File: config.mk
export PLATFORM = sky130hd
export DESIGN_NAME = mf2r_sorter
export DESIGN_NICKNAME = d
export VERILOG_FILES = /design/src/rtl/mf2r_pkg.sv /design/src/rtl/mf2r_cell.sv /design/src/rtl/mf2r_sorter.sv
export SDC_FILE = /design/constraint.sdc
export NUM_CORES = 1
export LEC_CHECK = 0
export BUFFER_PORTS_ARGS = -buffer_cell sky130_fd_sc_hd__buf_2
export CAP_MARGIN = 25
export CORE_ASPECT_RATIO = 0.7
export CORE_MARGIN = 2
export CORE_UTILIZATION = 27
export DETAILED_ROUTE_END_ITERATION = 12
export GPL_TIMING_DRIVEN = 0
export PLACE_DENSITY_LB_ADDON = 0.2
export SLEW_MARGIN = 15
export SYNTH_ARGS = -nofsm -noshare
export SYNTH_HDL_FRONTEND = slang
export SYNTH_HIERARCHICAL = 1
export SYNTH_SLANG_ARGS = --single-unit
File: constraint.sdc
create_clock -name aclk -period 2 [get_ports aclk]
set_input_delay 0.3 -clock aclk [delete_from_list [all_inputs] [get_ports aclk]]
set_output_delay 0.3 -clock aclk [all_outputs]
set_load 0.01 [all_outputs]
File: src/rtl/mf2r_pkg.sv
`timescale 1ns / 1ps
package mf2r_pkg;
    localparam int MAX_WIDTH       = 1024;
    localparam int MAX_HALF_KERNEL = 3;
    localparam int SAMPLE_BITS     = 8;
    localparam int HEIGHT_LIMIT    = 4096;
    localparam int LINES           = 2 * MAX_HALF_KERNEL + 2;
    localparam int WIN_SIDE        = 2 * MAX_HALF_KERNEL + 1;
    localparam int WIN_MAX         = WIN_SIDE * WIN_SIDE;
    localparam int COL_BITS        = $clog2(MAX_WIDTH);
    localparam int ROW_BITS        = $clog2(HEIGHT_LIMIT);
    localparam int LINE_BITS       = $clog2(LINES);
    localparam int ADDR_BITS       = LINE_BITS + COL_BITS;
    localparam int WIN_IDX_BITS    = $clog2(WIN_MAX);

    localparam logic [1:0] REG_IMAGE_WIDTH   = 2'd0;
    localparam logic [1:0] REG_IMAGE_HEIGHT  = 2'd1;
    localparam logic [1:0] REG_HALF_KERNEL_X = 2'd2;
    localparam logic [1:0] REG_HALF_KERNEL_Y = 2'd3;

    localparam logic CMD_PUSH  = 1'b0;
    localparam logic CMD_DRAIN = 1'b1;

    typedef struct packed {
        logic                   command;
        logic [SAMPLE_BITS-1:0] sample;
    } mf2r_in_t;

    typedef struct packed {
        logic [SAMPLE_BITS-1:0] filtered_sample;
        logic                   last_in_frame;
    } mf2r_out_t;

    typedef struct packed {
        logic [SAMPLE_BITS-1:0] val;
        logic                   valid;
        logic                   keep;
    } mf2r_link_t;
endpackage

File: src/rtl/mf2r_cell.sv
`timescale 1ns / 1ps
module mf2r_cell (
    input  logic                            aclk,
    input  logic                            aresetn,
    input  logic                            clr,
    input  logic                            ins,
    input  logic [mf2r_pkg::SAMPLE_BITS-1:0] v,
    input  mf2r_pkg::mf2r_link_t            prev_link,
    output mf2r_pkg::mf2r_link_t            link
);
    import mf2r_pkg::*;

    logic [SAMPLE_BITS-1:0] val_reg;
    logic                   valid_reg;
    logic                   keep;

    assign keep = valid_reg && (val_reg <= v);

    always_ff @(posedge aclk) begin
        if (!aresetn) begin
            valid_reg <= 1'b0;
        end else if (clr) begin
            valid_reg <= 1'b0;
        end else if (ins && !keep) begin
            valid_reg <= valid_reg | prev_link.valid;
            val_reg   <= prev_link.keep ? v : prev_link.val;
        end
    end

    assign link.val   = val_reg;
    assign link.valid = valid_reg;
    assign link.keep  = keep;
endmodule

File: src/rtl/mf2r_sorter.sv
`timescale 1ns / 1ps
module mf2r_sorter (
    input  logic                                                   aclk,
    input  logic                                                   aresetn,
    input  logic                                                   clr,
    input  logic                                                   ins,
    input  logic [mf2r_pkg::SAMPLE_BITS-1:0]                        v,
    output logic [mf2r_pkg::WIN_MAX-1:0][mf2r_pkg::SAMPLE_BITS-1:0] vals
);
    import mf2r_pkg::*;

    mf2r_link_t links [0:WIN_MAX];

    assign links[0] = '{val: '0, valid: 1'b1, keep: 1'b1};

    for (genvar i = 0; i < WIN_MAX; i++) begin : g_cell
        mf2r_cell u_cell (
            .aclk      (aclk),
            .aresetn   (aresetn),
            .clr       (clr),
            .ins       (ins),
            .v         (v),
            .prev_link (links[i]),
            .link      (links[i+1])
        );
        assign vals[i] = links[i+1].val;
    end
endmodule

==> results of run 1 <==
[where the power goes]
group	total [mW]	switching [mW]	internal, mW
registers	10.4	0.183	10.2
logic	3.32	1.85	1.47
clock network	10.3	4.27	6.00
[through the flow]
stage	area (µm²)	hold slack, ps	TNS [ps]	setup WS (ps)
finish	42100	165	-3490	-112
CTS	39000	119	-14310	-129
floorplan	30900	376	-9950	-40.8
global route	42100	151	-28710	-183
global placement	34700	547	-1758060	-2420
detailed placement	35100	548	-576950	-947
[what timing repair did]
item | in CTS | in global routing
hold buffers | 0 | 0
resized for setup | 331 | 302
pin swaps | 170 | 150
buffers inserted | 173 | 167
cloned | 2 | 1
endpoints found under the hold margin | 0 | 0
endpoints found under the setup margin | 563 | 648
[worst max-delay path, delay by kind of cell, from the launching register on]
kind / cells / cell delay, ps
adders and majority gates: 1 / 330
muxes: 1 / 310
DFF: 1 / 430
and+or+nand+nor: 1 / 140
AOI/OAI and AO/OA: 3 / 450
buffers and inverters: 1 / 170
[worst max-delay path by stage]
| stage | startpoint | to | slack [ps] | depth (start not counted) |
|---|---|---|---|---|
| after floorplan | g_cell[9].u_cell/val_reg[1] | g_cell[10].u_cell/val_reg[0] | -40 | 8 |
| after global placement | v[1] | g_cell[33].u_cell/val_reg[0] | -2420 | 10 |
| after detailed placement | v[1] | g_cell[33].u_cell/val_reg[5] | -950 | 11 |
| after CTS | g_cell[40].u_cell/val_reg[1] | g_cell[41].u_cell/val_reg[6] | -130 | 7 |
| after global routing | g_cell[40].u_cell/val_reg[1] | g_cell[41].u_cell/val_reg[4] | -180 | 7 |
| final | g_cell[47].u_cell/val_reg[1] | g_cell[48].u_cell/val_reg[1] | -110 | 7 |
[cells in the final DEF, fill, tap and decap left out, drive strengths merged, types with 72 or more instances in the layout]
master and count:
nand4 96, edfxtp 392, nand2 144, inv 490, buf 849, mux2 392, ha 392, a21oi 241
clkbuf 72
[layer usage]
metal | global-route usage, % | wire length, µm | vias up
met3 | 3.42 | 4840 | 108
met5 | 0 | 0 | -
met2 | 26.2 | 46200 | 390
met1 | 23.3 | 48700 | 11721
li1 | - | - | 11292
met4 | 3.12 | 1820 | 0
[cell type report]
cell class	count	area, µm²	area share [%]
buffer	97	906	2.15
clock buffer	71	1500	3.55
clock inverter	29	297	0.704
inverter	488	1830	4.35
multi-input combinational	1670	17900	42.6
sequential	441	12800	30.3
tap	1456	1820	4.32
timing repair buffer	755	5080	12.1
==> reports/metrics.yaml, run 1 <==
layoutNonFillerInstCount: 5007
clock.fmax_mhz: 474
die_h_um: 283
die_x_um: 403
whs_endpoint: "g_cell[32].u_cell/valid_reg"
cp-start-kind: "flop"
grt_max_degree: 55
hold_class: "primary input to flop"
vias: 23511
fillers: 10899
initial_utilization_pct: 27.2
p_leak_nw: 18.4
root_buffer: "clkbuf_16"
routed_wirelength_mm: 102
drive_above_1_share_pct: 45.8
numCtsBuffers: 54
clock-sinks: 441
skew_ps: 33.5
synth_cells: 2736
cpPeakStageDelay_ps: 430
clock_latency_ps: 630
viasPerCell: 4.70
slew_violations: 0
io_pins: 404
rr_worst_depth: 7
grt.overflow.total: 0
clk_pin_slew_ps: 70
r2r_start: "g_cell[47].u_cell/val_reg[1]"
fin_crit_ps: 2110
ant_nets: 0
nets: 3911
synth_area_mm2: 0.0300
grt_usage_pct: 16.5
power.total_mw: 24.0
slew_headroom_pct: 58.7
grt_pass1_wl_mm: 146
crit_chain: "ha_1, nor2b_1, o211ai_1, a21oi_2, o21ai_2, buf_6, mux2_4"
rows: 102
die-area_mm2: 0.114
required_ps: 2360
criticalPathCategory: "flop to flop"
wl_per_cell_um: 20.3
crit_fanout: 8
rsz0062_at_grt: "yes"
cp_slowest_cell: "edfxtp_1"
endpoint_kind: "flop"
worstMarginPinSlew_ps: 619
violations: "setup timing"
hold_viol_final: 0
antenna_found_initial: 2
status: "finished with violations"
grt_pass1_vias: 22305
worstHoldPathCells: 2
area_delta_synth_final_pct: 40.3
avgSynthCellArea_um2: 11.0
layout_worst_path_cycle_share_pct: 106
min_from: "aresetn"
setup_slack_ps: -112
cts_max_level: 2
synth_warnings: 6
cts_tree: "built"
drt_first_pass_iters: 5
gp_congestion: 0.768
antennaDiodeCount: 0
largest_reg_flops: 392
setup_viol: 108
timing.rr.end: "g_cell[48].u_cell/val_reg[1]"
setup.reg_to_reg.worst_slack_ps: -110
core_mm2: 0.110
portBuffers: 403
power_density_mw_per_mm2: 569
cp.arrival_ps: 2470
drv_cap: 0
drt_iter0_markers: 1210
dp.cells: 4614
final_core_util_pct: 38.2
ir_drop_v: 0.000616
drcViolationCount: 0
cts_buffer_depth: 3
dp_hpwl_mm: 65.8
Note: power is estimated with default switching activity, not from simulation.
==> run 2: changes to the inputs <==
Settings changed: MAX_ROUTING_LAYER from default to met4.
==> run 2 against run 1 <==
Global-route usage is 0.50 points higher. The run still ends with setup timing left. Utilization stayed put. Register-to-register slack hardly changed. Non-clock buffer count stayed put. Critical endpoint unchanged. Total power hardly changed. Critical path type unchanged. Sequential share of layout area stayed put. Critical path depth stayed put. Routed wire length hardly changed. Sequential cell count stayed put.
==> reports/metrics.yaml, run 2 (same netlist as run 1, synthesis figures left out) <==
drv_cap: 0  # unchanged
worstMarginPinSlew_ps: 618  # -1.19 ps
viasPerCell: 4.71  # +0.34%
drt_iter0_markers: 1262  # +4.3%
rsz0062_at_grt: "yes"
grt_usage_pct: 17.0  # +0.50 points
p_leak_nw: 18.4  # unchanged
layout_worst_path_cycle_share_pct: 105  # -0.66 points
dp_hpwl_mm: 65.8  # unchanged
slew_headroom_pct: 58.8  # +0.079 points
power_density_mw_per_mm2: 569  # about the same
cts_max_level: 2  # unchanged
final_core_util_pct: 38.2  # unchanged
violations: "setup timing"
final_cell_mix: "inv_1, buf_2, edfxtp_1"
drcViolationCount: 0  # unchanged
antenna_found_initial: 2  # unchanged
crit_fanout: 8  # unchanged
cp-start-kind: "flop"
clock_latency_ps: 630  # about the same
cp.arrival_ps: 2460  # about the same
root_buffer: "clkbuf_16"
hold_viol_final: 0  # unchanged
die_h_um: 283  # unchanged
r2r_start: "g_cell[47].u_cell/val_reg[1]"
grt_max_degree: 55  # unchanged
grt_pass1_wl_mm: 146  # about the same
clock-sinks: 441  # unchanged
initial_utilization_pct: 27.2  # unchanged
timing.rr.end: "g_cell[48].u_cell/val_reg[1]"
skew_ps: 32.8  # -0.664 ps
portBuffers: 403  # unchanged
required_ps: 2360  # about the same
setup_viol: 118  # +9.3%
startpoint: "g_cell[47].u_cell/val_reg[1]"
layout_commonest_cell: "inv_1"
routed_wirelength_mm: 102  # about the same
hold_class: "primary input to flop"
rr_worst_depth: 7  # unchanged
setup_slack_ps: -98.3  # +13.2 ps
endpoint: "g_cell[48].u_cell/val_reg[1]"
drt_first_pass_iters: 6  # +1
rows: 102  # unchanged
io_pins: 404  # unchanged
vias: 23591  # +0.34%
wl_per_cell_um: 20.3  # about the same
die-area_mm2: 0.114  # unchanged
ant_nets: 0  # unchanged
fin_crit_ps: 2100  # -13.2 ps
grt_pass1_vias: 22290  # -0.067%
nets: 3911  # unchanged
cts_buffer_depth: 3  # unchanged
ir_drop_v: 0.000619  # +0.49%
drive_above_1_share_pct: 45.8  # unchanged
antennaDiodeCount: 0  # unchanged
numCtsBuffers: 54  # unchanged
status: "finished with violations"
clock.fmax_mhz: 477  # +0.63%
fillers: 10898  # -0.0092%
grt.overflow.total: 0  # unchanged
worstHoldPathCells: 2  # unchanged
setup.reg_to_reg.worst_slack_ps: -100  # about the same
cts_tree: "built"
criticalPathCategory: "flop to flop"
gp_congestion: 0.779  # +1.4%
die_x_um: 403  # unchanged
slew_violations: 0  # unchanged
endpoint_kind: "flop"
whs_ps: 164  # -0.795 ps
clk_pin_slew_ps: 70  # about the same
area_delta_synth_final_pct: 40.3  # unchanged
largest_reg_flops: 392  # unchanged
core_mm2: 0.110  # unchanged
[run 2: report_power, final]
group          internal [mW]  total [mW]  leakage, nW  switching, mW
Clock                   6.00        10.3        0.873           4.28
Sequential              10.2        10.4         3.99          0.183
Combinational           1.47        3.32         13.5           1.85
[run 2: worst max-delay path: stages (launching register included)]
cell and delay [ps]:
edfxtp_1 430, ha_1 330, nor2b_1 130, o211ai_1 210, a21oi_2 110, o21ai_2 130
buf_6 170, mux2_4 310
[run 2: area by class of cell]
class                      instances  area, µm²  area share [%]
buffer                            97        906            2.15
clock buffer                      71       1500            3.55
clock inverter                    29        297           0.704
inverter                         488       1830            4.35
multi-input combinational       1670      17900            42.6
sequential                       441      12800            30.3
tap                             1456       1820            4.32
timing repair buffer             755       5080            12.1
[run 2: timing repair]
action                     4_1_cts  5_1_grt
hold buffers                     0        0
cloned                           2        1
setup buffers                  173      167
setup endpoints to repair      563      648
pin swaps                      170      150
gates resized for setup        331      302
[run 2: stage by stage]
| step | instance area [µm²] | std cells | setup TNS, ps | power (mW) | setup slack, ps |
|---|---|---|---|---|---|
| floorplan | 30900 | 2744 | -9950 | 11.9 | -40.8 |
| detailed placement | 35100 | 4614 | -576950 | 13.1 | -947 |
| CTS | 39000 | 4841 | -14310 | 23.9 | -129 |
| global route | 42100 | 5007 | -29010 | 25.1 | -182 |
| finish | 42100 | 5007 | -3290 | 24.0 | -98.3 |
| global placement | 34700 | 4603 | -1758060 | 13.1 | -2420 |
[run 2: worst min path at each step]
stage | start | end | slack [ps]
3_5_place_dp | g_cell[48].u_cell/valid_reg | g_cell[48].u_cell/valid_reg | 550
4_1_cts | aresetn | g_cell[32].u_cell/valid_reg | 120
3_3_place_gp | g_cell[48].u_cell/valid_reg | g_cell[48].u_cell/valid_reg | 550
2_1_floorplan | clr | g_cell[0].u_cell/valid_reg | 380
5_1_grt | aresetn | g_cell[32].u_cell/valid_reg | 150
6_report | aresetn | g_cell[32].u_cell/valid_reg | 160
[run 2: routing by layer]
layer | vias up | track usage [%] | wire [µm]
met5 | - | - | 0
met4 | 0 | 3.12 | 1740
met3 | 117 | 3.32 | 4960
met2 | 427 | 26.2 | 46300
met1 | 11763 | 23.4 | 48600
li1 | 11284 | - | -
